**src/scpnl_pkg.sv**
```systemverilog
`timescale 1ns / 1ps

package scpnl_pkg;

  localparam int LINE_LIMIT    = 19;
  localparam int DIGIT_COUNT   = 8;
  localparam int STORE_DEPTH   = 9;
  localparam int DISPLAY_DEPTH = 8;
  localparam int PREFIX_LEN    = 8;
  localparam int LINE_CNT_W    = $clog2(LINE_LIMIT + 1);
  localparam int POS_W         = $clog2(DISPLAY_DEPTH);
  localparam int QUEUE_DEPTH   = 4;
  localparam int QPTR_W        = $clog2(QUEUE_DEPTH);
  localparam int BEAT_W        = 3;

  localparam logic [BEAT_W-1:0] BEAT_K     = 3'd0;
  localparam logic [BEAT_W-1:0] BEAT_E     = 3'd1;
  localparam logic [BEAT_W-1:0] BEAT_Y     = 3'd2;
  localparam logic [BEAT_W-1:0] BEAT_COLON = 3'd3;
  localparam logic [BEAT_W-1:0] BEAT_DIGIT = 3'd4;
  localparam logic [BEAT_W-1:0] BEAT_CR    = 3'd5;
  localparam logic [BEAT_W-1:0] BEAT_LAST  = 3'd6;

  localparam logic [7:0] CH_CR    = 8'h0d;
  localparam logic [7:0] CH_LF    = 8'h0a;
  localparam logic [7:0] CH_ZERO  = 8'h30;
  localparam logic [7:0] CH_NINE  = 8'h39;
  localparam logic [7:0] CH_K     = 8'h4b;
  localparam logic [7:0] CH_E     = 8'h45;
  localparam logic [7:0] CH_Y     = 8'h59;
  localparam logic [7:0] CH_COLON = 8'h3a;

  localparam logic [7:0] CMD_PREFIX [PREFIX_LEN] = '{
    8'h44, 8'h49, 8'h53, 8'h50, 8'h4c, 8'h41, 8'h59, 8'h3a
  };

  typedef enum logic [1:0] {
    OP_RX_BYTE   = 2'd0,
    OP_KEY_CODE  = 2'd1,
    OP_SCAN_TICK = 2'd2,
    OP_UNUSED    = 2'd3
  } op_t;

  typedef struct packed {
    logic       is_key;
    logic [3:0] digit;
    logic [7:0] sel;
    logic [7:0] seg;
  } job_t;

  typedef struct packed {
    logic       hit;
    logic [3:0] digit;
  } key_t;

  function automatic key_t key_decode(input logic [7:0] code);
    key_t k;
    k.hit = 1'b1;
    unique case (code)
      8'h7e:   k.digit = 4'd1;
      8'h7d:   k.digit = 4'd4;
      8'h7b:   k.digit = 4'd7;
      8'hbe:   k.digit = 4'd2;
      8'hbd:   k.digit = 4'd5;
      8'hbb:   k.digit = 4'd8;
      8'hb7:   k.digit = 4'd0;
      8'hde:   k.digit = 4'd3;
      8'hdd:   k.digit = 4'd6;
      8'hdb:   k.digit = 4'd9;
      default: begin
        k.hit   = 1'b0;
        k.digit = 4'd0;
      end
    endcase
    return k;
  endfunction

  function automatic logic [7:0] seg_of_digit(input logic [3:0] d);
    logic [7:0] s;
    unique case (d)
      4'd0:    s = 8'h3f;
      4'd1:    s = 8'h06;
      4'd2:    s = 8'h5b;
      4'd3:    s = 8'h4f;
      4'd4:    s = 8'h66;
      4'd5:    s = 8'h6d;
      4'd6:    s = 8'h7d;
      4'd7:    s = 8'h07;
      4'd8:    s = 8'h7f;
      4'd9:    s = 8'h6f;
      default: s = 8'h00;
    endcase
    return s;
  endfunction

endpackage

```
**src/scpnl_front.sv**
```systemverilog
`timescale 1ns / 1ps

module scpnl_front (
  input  logic                   clk,
  input  logic                   rst_n,
  input  logic                   in_valid,
  input  logic [1:0]             in_operation,
  input  logic [7:0]             in_data_byte,
  output logic                   in_stall,
  input  logic                   q_full,
  output logic                   q_push,
  output scpnl_pkg::job_t        q_push_job
);

  logic [scpnl_pkg::LINE_CNT_W-1:0] line_count_r, line_count_nxt;
  logic [7:0] line_store_r [scpnl_pkg::STORE_DEPTH];
  logic [7:0] line_store_nxt [scpnl_pkg::STORE_DEPTH];
  logic [7:0] disp_r [scpnl_pkg::DISPLAY_DEPTH];
  logic [7:0] disp_nxt [scpnl_pkg::DISPLAY_DEPTH];
  logic [scpnl_pkg::POS_W-1:0] scan_pos_r, scan_pos_nxt;

  scpnl_pkg::op_t  op;
  scpnl_pkg::key_t kd;
  logic            accept;
  logic            prefix_ok;
  logic            cmd_ok;
  logic            store_wr;
  logic            push_en;
  logic [3:0]      push_d;
  logic [scpnl_pkg::POS_W:0] pos_inc;

  assign in_stall = q_full;
  assign accept   = in_valid && !q_full;
  assign op       = scpnl_pkg::op_t'(in_operation);
  assign kd       = scpnl_pkg::key_decode(in_data_byte);
  assign pos_inc  = {1'b0, scan_pos_r} + 1'b1;

  always_comb begin
    prefix_ok = 1'b1;
    for (int i = 0; i < scpnl_pkg::PREFIX_LEN; i++) begin
      if (line_store_r[i] != scpnl_pkg::CMD_PREFIX[i]) prefix_ok = 1'b0;
    end
    cmd_ok = (line_count_r >= scpnl_pkg::LINE_CNT_W'(scpnl_pkg::STORE_DEPTH)) && prefix_ok &&
             (line_store_r[scpnl_pkg::STORE_DEPTH-1] >= scpnl_pkg::CH_ZERO) &&
             (line_store_r[scpnl_pkg::STORE_DEPTH-1] <= scpnl_pkg::CH_NINE);
  end

  always_comb begin
    line_count_nxt = line_count_r;
    scan_pos_nxt   = scan_pos_r;
    store_wr       = 1'b0;
    push_en        = 1'b0;
    push_d         = 4'd0;
    q_push         = 1'b0;
    q_push_job     = '0;
    if (accept) begin
      unique case (op)
        scpnl_pkg::OP_RX_BYTE: begin
          if (line_count_r >= scpnl_pkg::LINE_CNT_W'(scpnl_pkg::LINE_LIMIT)) begin
            line_count_nxt = '0;
          end else if (in_data_byte == scpnl_pkg::CH_LF ||
                       in_data_byte == scpnl_pkg::CH_CR) begin
            if (cmd_ok) begin
              push_en = 1'b1;
              push_d  = 4'(line_store_r[scpnl_pkg::STORE_DEPTH-1] - scpnl_pkg::CH_ZERO);
            end
            line_count_nxt = '0;
          end else begin
            store_wr       = 1'b1;
            line_count_nxt = line_count_r + 1'b1;
          end
        end
        scpnl_pkg::OP_KEY_CODE: begin
          if (kd.hit) begin
            push_en           = 1'b1;
            push_d            = kd.digit;
            q_push            = 1'b1;
            q_push_job.is_key = 1'b1;
            q_push_job.digit  = kd.digit;
            q_push_job.sel    = 8'hff;
            q_push_job.seg    = 8'h00;
          end
        end
        scpnl_pkg::OP_SCAN_TICK: begin
          q_push            = 1'b1;
          q_push_job.is_key = 1'b0;
          q_push_job.sel    = ~(8'd1 << scan_pos_r);
          q_push_job.seg    = disp_r[scan_pos_r];
          if (pos_inc >= (scpnl_pkg::POS_W+1)'(scpnl_pkg::DIGIT_COUNT)) scan_pos_nxt = '0;
          else scan_pos_nxt = pos_inc[scpnl_pkg::POS_W-1:0];
        end
        default: ;
      endcase
    end
  end

  always_comb begin
    for (int i = 0; i < scpnl_pkg::STORE_DEPTH; i++) begin
      line_store_nxt[i] = (store_wr && line_count_r == scpnl_pkg::LINE_CNT_W'(i)) ?
                          in_data_byte : line_store_r[i];
    end
    for (int i = 0; i < scpnl_pkg::DISPLAY_DEPTH - 1; i++) begin
      disp_nxt[i] = push_en ? disp_r[i+1] : disp_r[i];
    end
    disp_nxt[scpnl_pkg::DISPLAY_DEPTH-1] = push_en ? scpnl_pkg::seg_of_digit(push_d) :
                                           disp_r[scpnl_pkg::DISPLAY_DEPTH-1];
  end

  always_ff @(posedge clk) begin
    if (!rst_n) begin
      line_count_r <= '0;
      scan_pos_r   <= '0;
      for (int i = 0; i < scpnl_pkg::DISPLAY_DEPTH; i++) disp_r[i] <= 8'h00;
    end else begin
      line_count_r <= line_count_nxt;
      scan_pos_r   <= scan_pos_nxt;
      for (int i = 0; i < scpnl_pkg::DISPLAY_DEPTH; i++) disp_r[i] <= disp_nxt[i];
    end
  end

  // line store is only examined once all nine entries were written this line
  always_ff @(posedge clk) begin
    for (int i = 0; i < scpnl_pkg::STORE_DEPTH; i++) line_store_r[i] <= line_store_nxt[i];
  end

endmodule

```
**src/scpnl_queue.sv**
```systemverilog
`timescale 1ns / 1ps

module scpnl_queue (
  input  logic            clk,
  input  logic            rst_n,
  input  logic            push,
  input  scpnl_pkg::job_t push_job,
  output logic            full,
  input  logic            pop,
  output logic            empty,
  output scpnl_pkg::job_t head_job
);

  scpnl_pkg::job_t mem_r [scpnl_pkg::QUEUE_DEPTH];
  logic [scpnl_pkg::QPTR_W-1:0] wr_ptr_r, wr_ptr_nxt;
  logic [scpnl_pkg::QPTR_W-1:0] rd_ptr_r, rd_ptr_nxt;
  logic [scpnl_pkg::QPTR_W:0]   count_r, count_nxt;
  logic do_push, do_pop;

  assign full     = (count_r == (scpnl_pkg::QPTR_W+1)'(scpnl_pkg::QUEUE_DEPTH));
  assign empty    = (count_r == '0);
  assign head_job = mem_r[rd_ptr_r];
  assign do_push  = push && !full;
  assign do_pop   = pop && !empty;

  always_comb begin
    wr_ptr_nxt = do_push ? wr_ptr_r + 1'b1 : wr_ptr_r;
    rd_ptr_nxt = do_pop ? rd_ptr_r + 1'b1 : rd_ptr_r;
    count_nxt  = count_r;
    if (do_push && !do_pop) count_nxt = count_r + 1'b1;
    else if (do_pop && !do_push) count_nxt = count_r - 1'b1;
  end

  always_ff @(posedge clk) begin
    if (!rst_n) begin
      wr_ptr_r <= '0;
      rd_ptr_r <= '0;
      count_r  <= '0;
    end else begin
      wr_ptr_r <= wr_ptr_nxt;
      rd_ptr_r <= rd_ptr_nxt;
      count_r  <= count_nxt;
    end
  end

  always_ff @(posedge clk) begin
    if (do_push) mem_r[wr_ptr_r] <= push_job;
  end

endmodule

```
**src/scpnl_back.sv**
```systemverilog
`timescale 1ns / 1ps

module scpnl_back (
  input  logic            clk,
  input  logic            rst_n,
  input  logic            q_empty,
  input  scpnl_pkg::job_t head_job,
  output logic            q_pop,
  output logic            out_valid,
  input  logic            out_stall,
  output logic            out_tx_valid,
  output logic [7:0]      out_tx_char,
  output logic [7:0]      out_digit_select,
  output logic [7:0]      out_segment_bits,
  output logic            out_last_of_run
);

  logic                          out_valid_r, out_valid_nxt;
  logic [scpnl_pkg::BEAT_W-1:0]  beat_r, beat_nxt;
  logic                          tx_valid_r, tx_valid_nxt;
  logic [7:0]                    tx_char_r, tx_char_nxt;
  logic [7:0]                    sel_r, sel_nxt;
  logic [7:0]                    seg_r, seg_nxt;
  logic                          last_r, last_nxt;
  logic                          load;
  logic                          last_beat;
  logic [7:0]                    key_char;

  assign load      = !q_empty && (!out_valid_r || !out_stall);
  assign last_beat = !head_job.is_key || (beat_r == scpnl_pkg::BEAT_LAST);
  assign q_pop     = load && last_beat;

  always_comb begin
    unique case (beat_r)
      scpnl_pkg::BEAT_K:     key_char = scpnl_pkg::CH_K;
      scpnl_pkg::BEAT_E:     key_char = scpnl_pkg::CH_E;
      scpnl_pkg::BEAT_Y:     key_char = scpnl_pkg::CH_Y;
      scpnl_pkg::BEAT_COLON: key_char = scpnl_pkg::CH_COLON;
      scpnl_pkg::BEAT_DIGIT: key_char = scpnl_pkg::CH_ZERO + {4'd0, head_job.digit};
      scpnl_pkg::BEAT_CR:    key_char = scpnl_pkg::CH_CR;
      default:               key_char = scpnl_pkg::CH_LF;
    endcase
  end

  always_comb begin
    out_valid_nxt = load || (out_valid_r && out_stall);
    beat_nxt      = beat_r;
    tx_valid_nxt  = tx_valid_r;
    tx_char_nxt   = tx_char_r;
    sel_nxt       = sel_r;
    seg_nxt       = seg_r;
    last_nxt      = last_r;
    if (load) begin
      beat_nxt     = last_beat ? '0 : beat_r + 1'b1;
      tx_valid_nxt = head_job.is_key;
      tx_char_nxt  = head_job.is_key ? key_char : 8'h00;
      sel_nxt      = head_job.sel;
      seg_nxt      = head_job.seg;
      last_nxt     = last_beat;
    end
  end

  always_ff @(posedge clk) begin
    if (!rst_n) begin
      out_valid_r <= 1'b0;
      beat_r      <= '0;
    end else begin
      out_valid_r <= out_valid_nxt;
      beat_r      <= beat_nxt;
    end
  end

  always_ff @(posedge clk) begin
    tx_valid_r <= tx_valid_nxt;
    tx_char_r  <= tx_char_nxt;
    sel_r      <= sel_nxt;
    seg_r      <= seg_nxt;
    last_r     <= last_nxt;
  end

  assign out_valid        = out_valid_r;
  assign out_tx_valid     = tx_valid_r;
  assign out_tx_char      = tx_char_r;
  assign out_digit_select = sel_r;
  assign out_segment_bits = seg_r;
  assign out_last_of_run  = last_r;

endmodule

```
**src/serial_command_seven_segment_panel_core.sv**
```systemverilog
`timescale 1ns / 1ps

// Serial command panel: takes one item (received byte, keypad code or scan
// tick) per cycle while the 4-entry job queue has room. Bytes, commands and
// display shifts are handled at acceptance; a scan tick yields one result
// beat and a valid key code yields seven (KEY:d CR LF), one beat per cycle
// from the output register while out_stall is low. Sustained rate is one
// item per cycle for scan ticks and serial bytes when out_stall stays low;
// a key report holds its queue entry until its last beat, one character beat a cycle.

module serial_command_seven_segment_panel_core (
  input  logic       clk,
  input  logic       rst_n,
  input  logic       in_valid,
  output logic       in_stall,
  input  logic [1:0] in_operation,
  input  logic [7:0] in_data_byte,
  output logic       out_valid,
  input  logic       out_stall,
  output logic       out_tx_valid,
  output logic [7:0] out_tx_char,
  output logic [7:0] out_digit_select,
  output logic [7:0] out_segment_bits,
  output logic       out_last_of_run
);

  logic            q_full;
  logic            q_push;
  scpnl_pkg::job_t q_push_job;
  logic            q_pop;
  logic            q_empty;
  scpnl_pkg::job_t q_head_job;

  scpnl_front u_front (
    .clk          (clk),
    .rst_n        (rst_n),
    .in_valid     (in_valid),
    .in_operation (in_operation),
    .in_data_byte (in_data_byte),
    .in_stall     (in_stall),
    .q_full       (q_full),
    .q_push       (q_push),
    .q_push_job   (q_push_job)
  );

  scpnl_queue u_queue (
    .clk      (clk),
    .rst_n    (rst_n),
    .push     (q_push),
    .push_job (q_push_job),
    .full     (q_full),
    .pop      (q_pop),
    .empty    (q_empty),
    .head_job (q_head_job)
  );

  scpnl_back u_back (
    .clk              (clk),
    .rst_n            (rst_n),
    .q_empty          (q_empty),
    .head_job         (q_head_job),
    .q_pop            (q_pop),
    .out_valid        (out_valid),
    .out_stall        (out_stall),
    .out_tx_valid     (out_tx_valid),
    .out_tx_char      (out_tx_char),
    .out_digit_select (out_digit_select),
    .out_segment_bits (out_segment_bits),
    .out_last_of_run  (out_last_of_run)
  );

endmodule

```
**config.mk**
```make
export PLATFORM = sky130hd
export DESIGN_NAME = serial_command_seven_segment_panel_core
export DESIGN_NICKNAME = d
export VERILOG_FILES = /design/src/scpnl_pkg.sv /design/src/scpnl_front.sv /design/src/scpnl_queue.sv /design/src/scpnl_back.sv /design/src/serial_command_seven_segment_panel_core.sv
export SDC_FILE = /design/constraint.sdc
export NUM_CORES = 1
export LEC_CHECK = 0
export ABC_AREA = 1
export BUFFER_PORTS_ARGS = -buffer_cell sky130_fd_sc_hd__buf_2
export CORE_ASPECT_RATIO = 1.4
export CORE_MARGIN = 4
export CORE_UTILIZATION = 31
export CTS_BUF_LIST = sky130_fd_sc_hd__clkbuf_4 sky130_fd_sc_hd__clkbuf_8
export DETAILED_ROUTE_END_ITERATION = 6
export GPL_TIMING_DRIVEN = 0
export PLACE_DENSITY = 0.54
export SLEW_MARGIN = 40
export SYNTH_ARGS = -nofsm -noshare
export SYNTH_HDL_FRONTEND = slang
export SYNTH_SLANG_ARGS = --single-unit
```
**constraint.sdc**
```tcl
create_clock -name clk -period 2.34 [get_ports clk]
set_input_delay 0.117 -clock clk [delete_from_list [all_inputs] [get_ports clk]]
set_output_delay 0.117 -clock clk [all_outputs]
set_load 0.05 [all_outputs]
```
==> metrics.txt <==
pre-CTS setup slack=-0.547 ns; CP startpoint kind=flop; distinct cell type count after synthesis=38; Seq/Total Area, Yosys=65.2%; vias in the first global route=7,061; DR pass1 iterations=5; number of CTS-inserted buffers=38; commonest register cell after synthesis=edfxtp_1; cell depth of the worst flop-to-flop path=11; Die Y=228 um; slew of the pin with the lowest slew margin=0.719 ns; routed len/inst=15.2 um; dominant cells by area after synthesis=edfxtp_1 (52%), dfxtp_1 (14%), inv_1 (4.5%), nand2_1 (4.4%), nor2_1 (3.8%); Flop pwr share=46.2%; min cycle time layout=2.21 ns; P_int=7920 uW; synth-to-layout area growth=19.6%; via count=7,123; Max Cap Viol=0; Via density=4.55; combinational fraction of design power=23.4%; clock-pin slew on the worst setup and hold paths=0.07 ns; sw frac=33.3%; status=completed; antenna viol nets, final=0; final setup TNS=0 ns; first-pass GRT wire length=37,800 um; final hold vios=0; Port Buffer Count=39; grt ovf=0; clk buf depth=3; full die area=37,500 um^2; most frequent cell after synthesis=edfxtp_1; final wirelength=23,800 um; area of the core=34,000 um^2; asr flop ratio synth=0%; post-synth top area share=51.5%; switching power=3950 uW; slew margin rel.=51.8%; Pwr per Cell Area=930 nW/um^2; number of synthesized flops with an enable pin=183; cell depth of the worst hold path=5; synthesized cell area=10,700 um^2; initial antenna violation count=0; CTS root buffer=clkbuf_8; fin. max-slew vios=0; commonest cells in the netlist=edfxtp_1 (183), inv_1 (129), nand2_1 (124); f_max=452 MHz; final worst slack=0.127 ns; largest net degree at the start of global routing=17; area leader, netlist=edfxtp_1; WS Path Type=reg -> reg; Avg Inst Size Synth=10.8 um^2; H-tree depth=2; I/O pins=42; final core occ=37.5%; Peak VDD IR=0.505 mV; CP Capture Type=flop; Initial Util=31.4%; Tot GR Track Use=12.9%; Clock Latency Late Sink=0.57 ns; CTS tree=done; Final GP Congestion=0.774; row cnt=80; clk sinks=256; Final nets=1,134; Crit path required time=2.61 ns; #FFs+latches synth=256; Worst Hold Class=in -> reg; arrival time worst endpoint=2.48 ns; Setup Skew=0.0375 ns; Warnings, synthesis=0; initial DRC count=358; crit path max fanout=10; Final period util=94.6%; hold_ws=0.204 ns; Clock Power Share=30.4%; Mapped Cells=984; layout cells sized above 1=18.6%; # diodes=0; DRC viols=0; final count of negative-setup-slack endpoints=0; hpwl dp=15,400 um; Leak=0.00458 uW; DIE WIDTH=165 um
-- placed cells by master (no fill, tap or decap), drive strengths merged, types with 2 or more instances in the layout --
cell type	netlist	final
xor2	2	2
clkinv	1	6
a21oi	56	56
nand4	5	5
nand2	129	129
nand3	34	34
conb	1	2
o22ai	57	57
inv	141	142
ha	29	29
edfxtp	183	183
nor3	12	12
clkbuf	22	83
o21ai	92	92
a211oi	3	3
a31oi	15	15
buf	12	64
clkinvlp	0	2
dfxtp	73	73
nor2	110	110
dlygate4sd3	0	10
-- worst paths after layout --
path | slack, ns | start | end
worst max-delay path | 0.13 | u_front.line_count_r[1]$_SDFFE_PN0P_ | u_front.disp_r[0][3]$_SDFFCE_PN0P_
worst min-delay path | 0.20 | in_valid | u_queue.mem_r[2][17]$_DFFE_PP_
worst max register to register | 0.13 | u_front.line_count_r[1]$_SDFFE_PN0P_ | u_front.disp_r[0][3]$_SDFFCE_PN0P_
worst min register to register | 0.48 | u_queue.rd_ptr_r[0]$_SDFFE_PN0P_ | flop
-- layout make-up --
cell class	count	area, um^2
fill	3356	21300
inverter	142	539
clock buffer	59	712
tap	451	564
multi-input combinational	553	3230
buffer	34	179
clock inverter	7	40.0
timing repair buffer	64	528
sequential	256	6960
timing repair inverter	1	5.00
-- through the flow --
stage / instance area, um^2 / total power, uW / cells
2_1_floorplan: 10700 / 7520 / 985
3_3_place_gp: 11500 / 8210 / 1475
3_5_place_dp: 11600 / 8250 / 1479
4_1_cts: 12700 / 12000 / 1565
5_1_grt: 12800 / 12500 / 1567
6_report: 12800 / 11900 / 1567
-- flip-flops by register name (all words and copies together) (netlist names), 5 cells and up, named ones only --
| name | cells |
|---|---|
| u_back.out_digit_select | 8 |
| u_front.line_count_r | 5 |
| u_back.out_segment_bits | 7 |
| u_front.disp_r | 56 |
| u_front.line_store_r | 72 |
| u_queue.mem_r | 80 |
| u_back.out_tx_char | 7 |
-- power by group through the flow --
stage	clock [uW]	sequential, uW	combinational, uW
6_report	3600	5490	2780
3_5_place_dp	0	5590	2660
4_1_cts	3730	5500	2790
2_1_floorplan	0	6400	1120
5_1_grt	3920	5530	3040
3_3_place_gp	0	5580	2630
-- worst max-delay path, stage by stage (launching register included) --
cell      delay [ns]
dfxtp_1         0.41
inv_1           0.10
ha_1            0.21
nand3_1         0.08
nand3_1         0.09
nand2_1         0.12
nor2_4          0.06
nand3_1         0.09
nand2_2         0.09
nand2_2         0.12
clkbuf_1        0.45
nor2_1          0.08
-- cells by family after synthesis --
family                     synth area share (%)
xor gates and xnor gates                  0.164
other                                    0.0351
buffers and inverters                      6.61
and+or+nand+nor                            11.6
DFF                                        65.2
AOI/OAI and AO/OA                          12.8
adders and majority gates                  3.59
-- per-layer routing --
metal	GRT usage (%)	vias up	share of wire (%)
met3	2.06	47	3.6
met2	24.1	123	53
met1	14.6	3363	40
met4	4.97	0	3.1
li1	-	3590	-
met5	0	-	0
-- timing repair --
item	in CTS	in global routing
hold endpoints to repair	78	0
gates cloned	1	0
setup buffers	9	2
pin swaps	7	4
endpoints found under the setup margin	156	60
hold buffers	10	0
resized for setup	17	21
Note: power is estimated with default switching activity, not from simulation.
